File: src/rtl/rbs_pkg.sv
// Package for the request batching scheduler: sizes, operation and status
// codes, configuration register indexes and the command record.
// No dependencies; every other file in rtl/ but rbs_ram imports it.
`default_nettype none

package rbs_pkg;

  // Queue and field sizes.
  localparam int QUEUE_DEPTH = 64;
  localparam int TAG_BITS    = 10;
  localparam int PTR_W       = $clog2(QUEUE_DEPTH);
  localparam int CNT_W       = $clog2(QUEUE_DEPTH + 1);
  localparam int SIZE_W      = 21;
  localparam int COUNT_W     = 16;
  localparam int BYTES_W     = 32;
  localparam int TIMER_W     = 16;
  localparam int CFG_IDX_W   = 2;
  localparam int CFG_DATA_W  = 32;

  // Configuration reset values.
  localparam logic [COUNT_W-1:0] BATCH_COUNT_RESET   = 16'd16;
  localparam logic [BYTES_W-1:0] BATCH_BYTES_RESET   = 32'd65536;
  localparam logic [TIMER_W-1:0] BATCH_TIMEOUT_RESET = 16'd50;

  // Configuration register indexes.
  localparam logic [CFG_IDX_W-1:0] CFG_BATCH_COUNT   = 2'd0;
  localparam logic [CFG_IDX_W-1:0] CFG_BATCH_BYTES   = 2'd1;
  localparam logic [CFG_IDX_W-1:0] CFG_BATCH_TIMEOUT = 2'd2;

  typedef enum logic [1:0] {
    OP_INSERT   = 2'd0,
    OP_MERGE    = 2'd1,
    OP_DISPATCH = 2'd2,
    OP_TICK     = 2'd3
  } op_t;

  typedef enum logic [1:0] {
    ST_ACCEPTED   = 2'd0,
    ST_DISPATCHED = 2'd1,
    ST_EMPTY      = 2'd2,
    ST_FULL       = 2'd3
  } status_t;

  // Back end sequencer states.
  typedef enum logic {
    BK_EXEC = 1'b0,
    BK_POP  = 1'b1
  } bk_state_t;

  // Classified command passed from the front end to the back end.
  typedef struct packed {
    op_t                 op;
    logic [TAG_BITS-1:0] tag;
    logic                at_head;
    logic [SIZE_W-1:0]   wr_bytes;
  } cmd_t;

endpackage

`default_nettype wire

File: src/rtl/request_batching_scheduler.sv
// Request batching scheduler: queues request tags and decides when a batch
// goes out. Top level; depends on rbs_pkg, rbs_front and rbs_back.
//
// Input channel (in_valid / in_stall): one transaction is an operation with
// op, tag, is_write, size_bytes and at_head. Output channel (out_valid /
// out_stall): one result transaction per input, with status, out_tag,
// work_pending and occupancy, in input order.
// Configuration: cfg_wr_en writes cfg_data into register cfg_index
// (0 batch count, 1 byte limit, 2 tick limit); other indexes are ignored.
// Write only while no transaction is in flight.
// Latency: a result passes through the command queue and the result register;
// a dispatch that pops a tag also passes through the BK_POP state, since the tag store has a registered read.
// Throughput: one transaction per cycle while out_stall is low, except a
// popping dispatch, which holds the back end in BK_POP. A two-entry command queue separates the
// input side from the back end.
// Reset clears the queue, the counters, the timer and the mode, and loads
// the default thresholds. When out_stall is high the result is held, the
// back end waits, and in_stall rises once the command queue is full.
`default_nettype none

module request_batching_scheduler
  import rbs_pkg::*;
(
  input  wire logic                  clk,
  input  wire logic                  rst,
  input  wire logic                  in_valid,
  output logic                       in_stall,
  input  wire logic [1:0]            op,
  input  wire logic [TAG_BITS-1:0]   tag,
  input  wire logic                  is_write,
  input  wire logic [SIZE_W-1:0]     size_bytes,
  input  wire logic                  at_head,
  input  wire logic                  cfg_wr_en,
  input  wire logic [CFG_IDX_W-1:0]  cfg_index,
  input  wire logic [CFG_DATA_W-1:0] cfg_data,
  output logic                       out_valid,
  input  wire logic                  out_stall,
  output logic [1:0]                 status,
  output logic [TAG_BITS-1:0]        out_tag,
  output logic                       work_pending,
  output logic [CNT_W-1:0]           occupancy
);

  logic cmd_valid;
  logic cmd_ready;
  cmd_t cmd;

  // Accept and classify.
  rbs_front u_front (
    .clk        (clk),
    .rst        (rst),
    .in_valid   (in_valid),
    .in_stall   (in_stall),
    .op         (op),
    .tag        (tag),
    .is_write   (is_write),
    .size_bytes (size_bytes),
    .at_head    (at_head),
    .cmd_valid  (cmd_valid),
    .cmd_ready  (cmd_ready),
    .cmd        (cmd)
  );

  // Execute against queue, counters and timer.
  rbs_back u_back (
    .clk          (clk),
    .rst          (rst),
    .cmd_valid    (cmd_valid),
    .cmd_ready    (cmd_ready),
    .cmd          (cmd),
    .cfg_wr_en    (cfg_wr_en),
    .cfg_index    (cfg_index),
    .cfg_data     (cfg_data),
    .out_valid    (out_valid),
    .out_stall    (out_stall),
    .status       (status),
    .out_tag      (out_tag),
    .work_pending (work_pending),
    .occupancy    (occupancy)
  );

endmodule

`default_nettype wire

File: src/rtl/rbs_ram.sv
// Generic simple dual-port RAM: one write port, one read port, registered read.
// No dependencies.
`default_nettype none

module rbs_ram #(
  parameter int WIDTH = 8,
  parameter int DEPTH = 16
) (
  input  wire logic                     clk,
  input  wire logic                     we,
  input  wire logic [$clog2(DEPTH)-1:0] waddr,
  input  wire logic [WIDTH-1:0]         wdata,
  input  wire logic [$clog2(DEPTH)-1:0] raddr,
  output logic      [WIDTH-1:0]         rdata
);

  logic [WIDTH-1:0] mem [DEPTH];

  // Write and registered read.
  always_ff @(posedge clk) begin
    if (we) begin
      mem[waddr] <= wdata;
    end
    rdata <= mem[raddr];
  end

endmodule

`default_nettype wire

File: src/rtl/rbs_front.sv
// Front end of the scheduler: accepts input transactions, classifies them
// into commands and holds them in a two-entry queue. Depends on rbs_pkg.
`default_nettype none

module rbs_front
  import rbs_pkg::*;
(
  input  wire logic                clk,
  input  wire logic                rst,
  input  wire logic                in_valid,
  output logic                     in_stall,
  input  wire logic [1:0]          op,
  input  wire logic [TAG_BITS-1:0] tag,
  input  wire logic                is_write,
  input  wire logic [SIZE_W-1:0]   size_bytes,
  input  wire logic                at_head,
  output logic                     cmd_valid,
  input  wire logic                cmd_ready,
  output cmd_t                     cmd
);

  cmd_t       queue [2];
  logic       wr_ptr;
  logic       rd_ptr;
  logic [1:0] fill;
  logic       push;
  logic       pop;
  cmd_t       cmd_in;

  // Classify: only inserts and merge reports that are writes carry bytes.
  always_comb begin
    cmd_in.op      = op_t'(op);
    cmd_in.tag     = tag;
    cmd_in.at_head = at_head;
    if (is_write && (op_t'(op) == OP_INSERT || op_t'(op) == OP_MERGE)) begin
      cmd_in.wr_bytes = size_bytes;
    end else begin
      cmd_in.wr_bytes = '0;
    end
  end

  assign in_stall  = (fill == 2'd2);
  assign push      = in_valid && !in_stall;
  assign cmd_valid = (fill != 2'd0);
  assign pop       = cmd_valid && cmd_ready;
  assign cmd       = queue[rd_ptr];

  // Queue storage.
  always_ff @(posedge clk) begin
    if (push) begin
      queue[wr_ptr] <= cmd_in;
    end
  end

  // Queue pointers and fill level.
  always_ff @(posedge clk) begin
    if (rst) begin
      wr_ptr <= 1'b0;
      rd_ptr <= 1'b0;
      fill   <= 2'd0;
    end else begin
      if (push) begin
        wr_ptr <= !wr_ptr;
      end
      if (pop) begin
        rd_ptr <= !rd_ptr;
      end
      if (push && !pop) begin
        fill <= fill + 2'd1;
      end else if (pop && !push) begin
        fill <= fill - 2'd1;
      end
    end
  end

endmodule

`default_nettype wire

File: src/rtl/rbs_back.sv
// Back end of the scheduler: carries out commands against the tag queue,
// the batch counters and the timer, and holds the result register.
// Depends on rbs_pkg and rbs_ram.
`default_nettype none

module rbs_back
  import rbs_pkg::*;
(
  input  wire logic                  clk,
  input  wire logic                  rst,
  input  wire logic                  cmd_valid,
  output logic                       cmd_ready,
  input  wire cmd_t                  cmd,
  input  wire logic                  cfg_wr_en,
  input  wire logic [CFG_IDX_W-1:0]  cfg_index,
  input  wire logic [CFG_DATA_W-1:0] cfg_data,
  output logic                       out_valid,
  input  wire logic                  out_stall,
  output logic [1:0]                 status,
  output logic [TAG_BITS-1:0]        out_tag,
  output logic                       work_pending,
  output logic [CNT_W-1:0]           occupancy
);

  // Configuration registers.
  logic [COUNT_W-1:0] batch_count;
  logic [BYTES_W-1:0] byte_limit;
  logic [TIMER_W-1:0] tick_limit;

  // Scheduler state.
  bk_state_t          state, state_next;
  logic [PTR_W-1:0]   head_ptr, head_ptr_next;
  logic [PTR_W-1:0]   tail_ptr, tail_ptr_next;
  logic [CNT_W-1:0]   held_count, held_count_next;
  logic [COUNT_W-1:0] batched_count, batched_count_next;
  logic [BYTES_W-1:0] batched_bytes, batched_bytes_next;
  logic               dispatching, dispatching_next;
  logic               timer_running, timer_running_next;
  logic [TIMER_W-1:0] timer_left, timer_left_next;

  // Result register.
  logic                out_valid_next;
  status_t             status_reg, status_next;
  logic [TAG_BITS-1:0] out_tag_next;
  logic                work_pending_next;
  logic [CNT_W-1:0]    occupancy_next;

  // Tag store port signals.
  logic                ram_we;
  logic [PTR_W-1:0]    ram_waddr;
  logic [PTR_W-1:0]    ram_raddr;
  logic [TAG_BITS-1:0] ram_rdata;

  logic               out_free;
  logic [BYTES_W:0]   bytes_sum;
  logic [BYTES_W-1:0] bytes_added;
  logic [PTR_W:0]     tail_inc;
  logic [PTR_W:0]     head_inc;

  rbs_ram #(
    .WIDTH (TAG_BITS),
    .DEPTH (QUEUE_DEPTH)
  ) u_tag_store (
    .clk   (clk),
    .we    (ram_we),
    .waddr (ram_waddr),
    .wdata (cmd.tag),
    .raddr (ram_raddr),
    .rdata (ram_rdata)
  );

  assign status    = status_reg;
  assign out_free  = !out_valid || !out_stall;

  // Saturating byte add and pointer increments.
  assign bytes_sum   = {1'b0, batched_bytes} + (BYTES_W + 1)'(cmd.wr_bytes);
  assign bytes_added = bytes_sum[BYTES_W] ? '1 : bytes_sum[BYTES_W-1:0];
  assign tail_inc    = {1'b0, tail_ptr} + (PTR_W + 1)'(1);
  assign head_inc    = {1'b0, head_ptr} + (PTR_W + 1)'(1);

  // Next state, datapath updates and result.
  always_comb begin
    state_next          = state;
    head_ptr_next       = head_ptr;
    tail_ptr_next       = tail_ptr;
    held_count_next     = held_count;
    batched_count_next  = batched_count;
    batched_bytes_next  = batched_bytes;
    dispatching_next    = dispatching;
    timer_running_next  = timer_running;
    timer_left_next     = timer_left;
    out_valid_next      = out_valid && out_stall;
    status_next         = status_reg;
    out_tag_next        = out_tag;
    work_pending_next   = work_pending;
    occupancy_next      = occupancy;
    cmd_ready           = 1'b0;
    ram_we              = 1'b0;
    ram_waddr           = tail_ptr;
    ram_raddr           = head_ptr;

    case (state)
      BK_EXEC: begin
        if (cmd_valid && out_free) begin
          cmd_ready      = 1'b1;
          status_next    = ST_ACCEPTED;
          out_tag_next   = '0;
          out_valid_next = 1'b1;
          case (cmd.op)
            OP_INSERT: begin
              if (held_count == CNT_W'(QUEUE_DEPTH)) begin
                status_next = ST_FULL;
              end else begin
                ram_we = 1'b1;
                if (cmd.at_head) begin
                  head_ptr_next = (head_ptr == '0) ? PTR_W'(QUEUE_DEPTH - 1)
                                                   : head_ptr - PTR_W'(1);
                  ram_waddr     = head_ptr_next;
                end else begin
                  ram_waddr     = tail_ptr;
                  tail_ptr_next = (tail_inc == (PTR_W + 1)'(QUEUE_DEPTH)) ? '0
                                                   : tail_inc[PTR_W-1:0];
                end
                held_count_next = held_count + CNT_W'(1);
                if (batched_count != '1) begin
                  batched_count_next = batched_count + COUNT_W'(1);
                end
                batched_bytes_next = bytes_added;
                if (!dispatching && !timer_running) begin
                  timer_running_next = 1'b1;
                  timer_left_next    = tick_limit;
                end
              end
            end
            OP_MERGE: begin
              batched_bytes_next = bytes_added;
            end
            OP_DISPATCH: begin
              if (held_count == '0) begin
                status_next        = ST_EMPTY;
                batched_count_next = '0;
                batched_bytes_next = '0;
                dispatching_next   = 1'b0;
              end else begin
                // Tag read from the store lands in the next cycle, in BK_POP.
                status_next     = ST_DISPATCHED;
                ram_raddr       = head_ptr;
                head_ptr_next   = (head_inc == (PTR_W + 1)'(QUEUE_DEPTH)) ? '0
                                                 : head_inc[PTR_W-1:0];
                held_count_next = held_count - CNT_W'(1);
                out_valid_next  = 1'b0;
                state_next      = BK_POP;
              end
            end
            OP_TICK: begin
              if (timer_running) begin
                if (timer_left <= TIMER_W'(1)) begin
                  timer_running_next = 1'b0;
                  timer_left_next    = '0;
                  dispatching_next   = 1'b1;
                end else begin
                  timer_left_next = timer_left - TIMER_W'(1);
                end
              end
            end
            default: begin
              status_next = ST_ACCEPTED;
            end
          endcase

          // Threshold check after every command.
          if (!dispatching_next && (batched_count_next >= batch_count ||
                                    batched_bytes_next >= byte_limit)) begin
            dispatching_next   = 1'b1;
            timer_running_next = 1'b0;
            timer_left_next    = '0;
          end
          work_pending_next = dispatching_next;
          occupancy_next    = held_count_next;
        end
      end
      BK_POP: begin
        out_tag_next   = ram_rdata;
        out_valid_next = 1'b1;
        state_next     = BK_EXEC;
      end
      default: begin
        state_next = BK_EXEC;
      end
    endcase
  end

  // Control state and configuration registers.
  always_ff @(posedge clk) begin
    if (rst) begin
      state         <= BK_EXEC;
      head_ptr      <= '0;
      tail_ptr      <= '0;
      held_count    <= '0;
      batched_count <= '0;
      batched_bytes <= '0;
      dispatching   <= 1'b0;
      timer_running <= 1'b0;
      timer_left    <= '0;
      out_valid     <= 1'b0;
      batch_count   <= BATCH_COUNT_RESET;
      byte_limit    <= BATCH_BYTES_RESET;
      tick_limit    <= BATCH_TIMEOUT_RESET;
    end else begin
      state         <= state_next;
      head_ptr      <= head_ptr_next;
      tail_ptr      <= tail_ptr_next;
      held_count    <= held_count_next;
      batched_count <= batched_count_next;
      batched_bytes <= batched_bytes_next;
      dispatching   <= dispatching_next;
      timer_running <= timer_running_next;
      timer_left    <= timer_left_next;
      out_valid     <= out_valid_next;
      if (cfg_wr_en) begin
        case (cfg_index)
          CFG_BATCH_COUNT:   batch_count <= cfg_data[COUNT_W-1:0];
          CFG_BATCH_BYTES:   byte_limit  <= cfg_data[BYTES_W-1:0];
          CFG_BATCH_TIMEOUT: tick_limit  <= cfg_data[TIMER_W-1:0];
          default: begin
          end
        endcase
      end
    end
  end

  // Result payload.
  always_ff @(posedge clk) begin
    status_reg   <= status_next;
    out_tag      <= out_tag_next;
    work_pending <= work_pending_next;
    occupancy    <= occupancy_next;
  end

endmodule

`default_nettype wire

File: config.mk
export PLATFORM = sky130hd
export DESIGN_NAME = request_batching_scheduler
export DESIGN_NICKNAME = d
export VERILOG_FILES = /design/src/rtl/rbs_pkg.sv /design/src/rtl/request_batching_scheduler.sv /design/src/rtl/rbs_ram.sv /design/src/rtl/rbs_front.sv /design/src/rtl/rbs_back.sv
export SDC_FILE = /design/constraint.sdc
export NUM_CORES = 1
export LEC_CHECK = 0
export BUFFER_PORTS_ARGS = -buffer_cell sky130_fd_sc_hd__buf_2
export CAP_MARGIN = 15
export CORE_MARGIN = 3
export CORE_UTILIZATION = 23
export DETAILED_ROUTE_END_ITERATION = 7
export HOLD_SLACK_MARGIN = 0.05
export PLACE_DENSITY = 0.37
export SLEW_MARGIN = 25
export SYNTH_ARGS = -nofsm -noshare
export SYNTH_HDL_FRONTEND = slang
export SYNTH_HIERARCHICAL = 1
export SYNTH_SLANG_ARGS = --single-unit
File: constraint.sdc
create_clock -name clk -period 7.08 [get_ports clk]
set_input_delay 0.708 -clock clk [delete_from_list [all_inputs] [get_ports clk]]
set_output_delay 0.708 -clock clk [all_outputs]
set_load 0.03 [all_outputs]
# Word level (Yosys, flattened, before mapping)
# Memories as Yosys holds them, arrays and structs flattened. A register that Yosys moved wholly into a read port is not among the register bits.
# Index checks and enable logic that the tools add are counted.
[word_totals]
latch_bits = 0
reg_bits = 175
mem_bits_rw = 708
romBits = 0
output_inout_bits = 22
memories = 2
elab_cells = 169
[mem_list]
columns = ["memory", "words", "width", "read_ports", "rd_clocked_by_memory_dff", "write_ports", "line", "text"]
rows = [
  ["u_back.u_tag_store.mem", 64, 10, 1, 1, 1, "rbs_ram.sv:17", "logic [WIDTH-1:0] mem [DEPTH];"],
  ["u_front.queue", 2, 34, 1, 1, 1, "rbs_front.sv:22", "cmd_t queue [2];"],
]
[classes]
shifts = 0
n_div = 0
n_eq_ne = 18
magnitude_cmp = 3
addsub = 10
reduce_logical = 39
mul = 0
bitwise = 3
mux = 74
[op_table]
columns = ["cell", "count"]
rows = [
  ["$mux 16", 10],
  ["$mux 32", 5],
  ["$pmux 32 s3", 1],
  ["$mux 6", 11],
  ["$pmux 16 s2", 2],
  ["$add 32x21->33", 1],
  ["$ge 32x32->1", 1],
  ["$mux 1", 29],
  ["$eq 7x7->1 const B", 3],
  ["$mux 21", 1],
  ["$pmux 10 s2", 1],
  ["$add 16x1->16 const B", 1],
  ["$ge 16x16->1", 1],
  ["$le 16x1->1 const B", 1],
  ["$ne 16x16->1 const B", 1],
  ["$sub 16x1->16 const B", 1],
  ["$add 6x1->7 const B", 2],
  ["$mux 7", 2],
  ["$pmux 7 s2", 1],
  ["$pmux 6 s2", 1],
  ["$reduce_and 6->1", 2],
  ["$logic_not 1->1", 10],
  ["$mux 10", 1],
  ["$reduce_and 5->1", 2],
  ["23 further kinds", 56],
]

# Logic depth before layout (Yosys ltp)
# Gate-level depths: netlist (run 1).
[depth]
word_depth = 11
mapped_depth = 24
ltp_nobuf = 20

# Modules after synthesis
# The synthesis (run 1) kept the hierarchy.
[modules_own_cells]
columns = ["module", "cells_per_inst", "area_per_inst_um2", "n_inst"]
rows = [
  ["rbs_ram", 1118, 25106.6, 1],
  ["rbs_back", 1489, 11099.4, 1],
  ["rbs_front", 155, 2815.2, 1],
]

# Least setup slack after synthesis (run 1)
# No wires, ideal clock.
[synth_path]
path_type = "reg-to-reg"
from = "reg with a tool-made name"
to = "reg u_back.timer_left[2]"
setup_time_ps = 75
n_path_buf = 3
path_stages_with_launch = 23
setup_slack_ps = 1805
required_ps = 7005
arrival_ps = 5200
cell_sequence = "dfxtp_1 -> buf_2 -> buf_2 -> mux2_2 -> ha_1 -> a2111oi_0 -> o21ai_1 -> a21oi_2 -> o211ai_1 -> nor4bb_1 -> or4_1 -> a31oi_1 -> o21ai_1 -> ha_1 -> nand4_1 -> nor2_1 -> a2111oi_0 -> a21oi_1 -> or3_1 -> a211oi_2 -> o21ai_1 -> buf_2 -> o22ai_1"
[synth_rtl]
columns = ["element", "line", "text"]
rows = [
  ["to (signal assigned)", "rbs_back.sv:218", "timer_left <= timer_left_next;"],
  ["to (decl)", "rbs_back.sv:39", "logic [TIMER_W-1:0] timer_left, timer_left_next;"],
]

==> results of run 1 <==
## cell type report
cell class	instances	area, sq um
well taps	2204	2760
clock inverters	67	815
flip-flops and latches	894	25200
clock buffers	127	2690
multi-input cells	1648	12900
repair buffers	186	1160
diodes	1	2.50
inverters	61	229
fillers	17184	122000
## critical path: cells and delay by family (launching register included)
kind / cells / cell delay (ps)
fa+ha+maj: 2 / 550
simple gates: 5 / 1350
compound gates: 11 / 2600
flops: 1 / 350
mux: 1 / 380
buf+inv: 2 / 490
## cells in the mapped netlist (47+ instances only)
master and n:
clkbuf_1 99, nand3_1 47, nor2_1 224, dfxtp_1 166
ha_1 79, inv_1 60, mux2i_1 64, edfxtp_1 728
nand2_1 257, a21oi_1 182, o21ai_0 88, mux4_2 160
## cells in the final DEF, fill, tap and decap left out, drive strengths merged, types with 7 or more instances in the layout
master   instances
a2111oi          8
a211oi          30
a21o            18
a21oi          185
a221oi           9
a22oi           12
a31o             7
a31oi           40
and2            45
and3            15
buf            186
bufinv          15
clkbuf         127
clkinv          43
dfxtp          166
edfxtp         728
ha              79
inv             64
mux2            48
mux2i           64
mux4           160
nand2          258
nand2b          15
nand3           49
nand3b          10
nand4           17
nor2           225
nor2b           19
nor3            32
nor4             9
o211ai          10
o21a             7
o21ai          109
o22ai           23
o31ai           16
or3             12
xnor2           21
xor2            22
## cell families (layout without fill, tap and decap cells)
logic type / Yosys count / after routing
AOI/OAI and AO/OA: 516 / 516
other: 0 / 1
DFF: 894 / 894
adders and majority gates: 80 / 80
buffers and inverters: 220 / 441
xor gates and xnor gates: 43 / 43
muxes: 272 / 272
and+or+nand+nor: 737 / 737
## worst paths after layout
check | endpoint | depth (start not counted) | startpoint
hold reg to reg | u_back/byte_limit[18]$_SDFFE_PP0P_ | 2 | u_back/byte_limit[18]$_SDFFE_PP0P_
hold / removal | u_front/queue[1][23]$_DFFE_PP_ | 1 | tag[1]
setup / recovery | u_back/timer_left[0]$_SDFFE_PP0P_ | 21 | flop
setup reg to reg | u_back/timer_left[0]$_SDFFE_PP0P_ | 21 | flop
## metal layers
layer | up-vias | share of wire (%) | routed length [microns] | track usage, %
met5 | - | 0 | 0 | 0
met4 | 0 | 1.9 | 2130 | 3.26
met3 | 117 | 3.4 | 3800 | 1.93
met2 | 384 | 47 | 53100 | 20.8
met1 | 11764 | 47 | 53000 | 17.6
li1 | 10872 | - | - | -
## power by group
| group | internal, mW | switching [mW] | leakage, nW |
|---|---|---|---|
| Clock | 3.26 | 2.23 | 1.69 |
| Sequential | 6.40 | 0.272 | 7.95 |
| Combinational | 1.84 | 3.46 | 5.02 |
| Total | 11.5 | 5.97 | 14.7 |
## stage by stage
| stage | util (%) | cell area [sq um] | cells | worst slack, ps | hold WS [ps] |
|---|---|---|---|---|---|
| finish | 27.3 | 45800 | 5188 | 1290 | 214 |
| global route | 27.3 | 45800 | 5188 | 803 | 173 |
| CTS | 27.3 | 45800 | 5187 | 1090 | 141 |
| detailed placement | 25.2 | 42300 | 4993 | 1110 | 450 |
| global placement | 25.2 | 42200 | 4993 | 1120 | 444 |
| floorplan | - | 39000 | 2762 | 1800 | 436 |
==> impl_metrics.json, run 1 <==
{
  "status": "finished clean",
  "peakVddDrop_uv": 225,
  "synth_top_family_by_area": "multiplexers",
  "p_total_mw": 17.5,
  "holdCritPathClass": "in -> reg",
  "post_cts_buffers": 0,
  "cp.arrival_ps": 6420,
  "critPathKind": "reg -> reg",
  "area_growth_pct": 17.4,
  "top_regs": "u_back/u_tag_store/mem: 640 flops, u_front/queue: 68 flops",
  "path_common_cell": "o21ai_1",
  "hold_violations": 0,
  "first_pass_iters": 5,
  "fin_crit_sh_pct": 81.7,
  "cp_cell_sequence": "buf_4, mux2_2, ha_1, a2111oi_0, o21ai_1, a21oi_2, o211ai_1, nor4bb_1, or4_1, a31oi_1, o21ai_1, ha_1, nand4_1, nor2_1, a2111oi_0, a21oi_1, or3_1, a211oi_2, o21ai_1, buf_4, o21ai_0",
  "regMostFlops": "u_back/u_tag_store/mem",
  "drcViolationCount": 0,
  "pin_count": 96,
  "yosysSeqAreaShare_pct": 64.5,
  "vias": 23137,
  "worst_path_max_delay_cell": "or4_1",
  "max_cap_viol_count": 0,
  "initial_core_util_pct": 23.3,
  "synth_simple_gate_area_share_pct": 8.79,
  "layout.nets": 3048,
  "fin_setup_tns_ps": 0,
  "cts_root_buffer": "clkbuf_16",
  "synth.yosys.warnings": 6,
  "synth_mux_area_share_pct": 12.3,
  "port_buffers": 95,
  "antenna_found_initial": 3,
  "synth_fa_ha_area_share_pct": 2.58,
  "synth_edf_count": 728,
  "r2r_slack_ps": 1290,
  "timing.clock.skew_ps": 53.3,
  "worstSkewPairLatency_ps": 730,
  "clock.fmax_ghz": 0.173,
  "yosys-top-cells-area": "edfxtp_1, mux4_2, dfxtp_1",
  "relSlewSlack_pct": 33.2,
  "netlist_instances": 2762,
  "routedWlPerCell_microns": 21.6,
  "die_area_sq_mm": 0.175,
  "end_kind": "flop",
  "setup_violations": 0,
  "min_period_ps": 5790,
  "cts_tree": "built",
  "critPathRequiredTime_ps": 7720,
  "rows": 150,
  "globalplace.congestion": 0.756,
  "slew_viol_final": 0,
  "synth.avg_cell_area_sq_um": 14.1,
  "cts_buffer_depth": 3,
  "crit_fanout": 19,
  "grt_overflow": 0,
  "clk_pin_slew_ps": 60,
  "ctsHoldBuffers": 0,
  "max_stage_delay_ps": 470,
  "grt_max_degree": 65,
  "grt_use_total_pct": 12.7,
  "ys_ff_latch": 894,
  "ant_nets": 0,
  "netlist_area_sq_mm": 0.0390,
  "startpoint_type": "flop",
  "wl_microns": 112000,
  "drive_gt1_share_pct": 20.5,
  "hpwl_microns": 71900,
  "synth-compound-area-share_pct": 8.31,
  "synth_ff_type": "edfxtp_1",
  "ctsHtreeMaxLevel": 3,
  "grt_pass1_vias": 23694,
  "clock_sinks": 894,
  "vias_per_cell": 4.46,
  "die_x_microns": 418,
  "drt_iter0_markers": 1658,
  "synth_top_cell_area_share_pct": 56.0,
  "rsz0062_at_grt": "false",
  "grt_pass1_wl_microns": 165000,
  "synth_xor_xnor_area_share_pct": 0.965,
  "cts_resized": 0,
  "synth_area_leader_cell": "edfxtp_1",
  "worst_pin_slew_ps": 1000,
  "synth_cell_types": 89,
  "die_h_microns": 418,
  "cts_buffers": 103,
  "cellPowerDensity_mw_per_mm2": 381,
  "core_sq_mm": 0.168,
  "ys_async_sr_fraction_pct": 0,
  "largest_register_ff_count": 640,
  "static-leakage-power_nw": 14.7,
  "synth_nets": 2916
}
No activity file was read; power rests on OpenSTA's default activity.
==> inputs of run 2 (changes only) <==
--- a/config.mk
+++ b/config.mk
@@ -11,7 +11,7 @@
 export CORE_UTILIZATION = 23
 export DETAILED_ROUTE_END_ITERATION = 7
 export HOLD_SLACK_MARGIN = 0.05
-export PLACE_DENSITY = 0.37
+export PLACE_DENSITY = 0.38
 export SLEW_MARGIN = 25
 export SYNTH_ARGS = -nofsm -noshare
 export SYNTH_HDL_FRONTEND = slang
==> constraint.sdc (replaced) <==
create_clock -name clk -period 5.15 [get_ports clk]
set_input_delay 0.515 -clock clk [delete_from_list [all_inputs] [get_ports clk]]
set_output_delay 0.515 -clock clk [all_outputs]
set_load 0.03 [all_outputs]
==> run 2 against run 1 <==
Clock power up 28%. Clock-buffer cell count increased by 20. Worst hold slack worse by 110 ps. Largest cell class unchanged.
==> impl_metrics.json, run 2 (synthesis gave the netlist of run 1 again) <==
{
  "status": "finished clean",
  "crit_fanout": 14,
  "cp_cell_sequence": "buf_4, buf_4, buf_6, mux2_2, ha_1, buf_4, a21oi_1, o21ai_0, a22oi_2, and2_4, o31ai_4, buf_6, buf_4, nor2_1, o21ai_0, ha_1, nand4_1, o311a_2, buf_4, a211oi_2, a21oi_4, buf_6, a31oi_1, o21ai_0",
  "hold_path.startpoint": "op[0]",
  "die_area_sq_mm": 0.175,
  "drcViolationCount": 0,
  "cts_root_buffer": "clkbuf_16",
  "holdCritPathClass": "in -> reg",
  "antenna_found_initial": 2,
  "vias": 23847,
  "first_pass_iters": 7,
  "whs_ps": 106,
  "port_buffers": 95,
  "p_switching_mw": 8.31,
  "regMostFlops": "u_back/u_tag_store/mem",
  "path_common_cell": "buf_4",
  "worst_pin_slew_ps": 957,
  "largest_register_ff_count": 640,
  "setup_violations": 0,
  "cp.arrival_ps": 5470,
  "clock_sinks": 894,
  "routedWlPerCell_microns": 21.2,
  "top_regs": "u_back/u_tag_store/mem: 640 flops, u_front/queue: 68 flops",
  "timing.clock.skew_ps": 61.3,
  "end_kind": "flop",
  "max_cap_viol_count": 0,
  "grt_max_degree": 74,
  "post_dp_cell_area_sq_mm": 0.0431,
  "peakVddDrop_uv": 266,
  "globalplace.congestion": 0.779,
  "hold_violations": 0,
  "vias_per_cell": 4.47,
  "layoutNonFillerInstCount": 5338,
  "cts_tree": "built",
  "mostFrequentLayoutCell": "edfxtp_1",
  "drt_iter0_markers": 1649,
  "area_growth_pct": 20.2,
  "ctsHtreeMaxLevel": 3,
  "layout.nets": 3200,
  "worst_path_max_delay_cell": "o311a_2",
  "drive_gt1_share_pct": 22.6,
  "worstSkewPairLatency_ps": 710,
  "cts_buffers": 103,
  "cellPowerDensity_mw_per_mm2": 515,
  "critPathKind": "reg -> reg",
  "relSlewSlack_pct": 36.2,
  "power.share.clock_pct": 29.1,
  "startpoint_type": "flop",
  "p_total_mw": 24.1,
  "static-leakage-power_nw": 15.3,
  "power_frac_seq_pct": 38.3,
  "fin_crit_sh_pct": 94.8,
  "die_x_microns": 418,
  "grt_pass1_wl_microns": 167000,
  "initial_core_util_pct": 23.3,
  "ff_latch_area_sq_mm": 0.0252,
  "clk_pin_slew_ps": 60,
  "min_period_ps": 4880,
  "grt_use_total_pct": 12.8,
  "slew_viol_final": 0,
  "pin_count": 96,
  "multi_input_area_sq_mm": 0.0130,
  "hpwl_microns": 72800,
  "place_inst": 5101,
  "wl_microns": 113000,
  "mostFrequentLayoutCells": "edfxtp_1, nand2_1, nor2_1",
  "ant_nets": 0,
  "max_stage_delay_ps": 440,
  "grt_pass1_vias": 24166,
  "grt_overflow": 0,
  "critPathRequiredTime_ps": 5740,
  "die_h_microns": 418,
  "core_sq_mm": 0.168,
  "fillers": 17174,
  "cts_buffer_depth": 3,
  "final_util_pct": 28.0,
  "clock.fmax_ghz": 0.205,
  "netSwitchingFraction_pct": 34.4,
  "rows": 150,
  "fin_area_sq_mm": 0.0469,
  "comb_power_share_pct": 32.7,
  "intPower_mw": 15.8
}
## run 2: changes by cell type in the layout (fill, tap and decap cells not counted), sizes merged
| cell | before | now |
|---|---|---|
| dlygate4sd3 | 0 | 38 |
| clkbuf | 127 | 147 |
| clkinvlp | 6 | 4 |
| bufinv | 15 | 3 |
| diode | 1 | 2 |
| inv | 64 | 65 |
| buf | 186 | 300 |
| clkinv | 43 | 33 |
## run 2: path summary, 6_finish.rpt
path / endpoint / slack (ps) / cells past startpoint
worst min-delay path: u_front/queue[0][32]$_DFFE_PP_ / 110 / 1
worst max-delay path: u_back/timer_left[0]$_SDFFE_PP0P_ / 270 / 24
worst min register to register: u_back/batch_count[5]$_SDFFE_PP0P_ / 460 / 2
worst max register to register: u_back/timer_left[0]$_SDFFE_PP0P_ / 270 / 24
## run 2: what timing repair did
item / CTS / global route
hold endpoints to repair: 62 / 0
hold buffers: 38 / 0
gates resized for setup: 5 / 30
buffers inserted: 2 / 4
gates cloned: 0 / 0
pin swaps: 1 / 14
setup endpoints to repair: 18 / 19
## run 2: power groups by stage
stage	combinational (mW)	sequential, mW	clock [mW]
after floorplan	4.97	9.25	0
after global placement	7.95	9.41	0
after detailed placement	7.92	9.40	0
after CTS	8.00	9.25	7.30
after global routing	8.71	9.29	7.58
final	7.89	9.24	7.01
## run 2: layout make-up
type	count	area share (%)
flip-flops and latches	894	53.7
inverters	61	0.488
repair buffers	338	5.34
clock inverters	44	0.811
well taps	2204	5.88
multi-input cells	1648	27.7
diodes	2	0.0107
clock buffers	147	6.04
## run 2: metrics by stage
| step | setup WS, ps | TNS [ps] |
|---|---|---|
| floorplan | 69.9 | 0 |
| global placement | -152 | -2290 |
| detailed placement | -154 | -2020 |
| CTS | 1.11 | 0 |
| global route | -22.5 | -81.4 |
| finish | 269 | 0 |
## run 2: critical path, delay by kind of cell, from the launching register on
family	cells	cell delay, ps
compound gates	10	1820
buf+inv	8	1170
fa+ha+maj	2	630
simple gates	3	490
flops	1	360
mux	1	340
## run 2: metal layers
| metal | up-vias | part of all wire, % | track usage [%] |
|---|---|---|---|
| met5 | - | 0 | 0 |
| met4 | 0 | 2.0 | 3.27 |
| met3 | 141 | 3.8 | 2.04 |
| met2 | 409 | 47 | 20.6 |
| met1 | 12111 | 47 | 18.0 |
| li1 | 11186 | - | - |
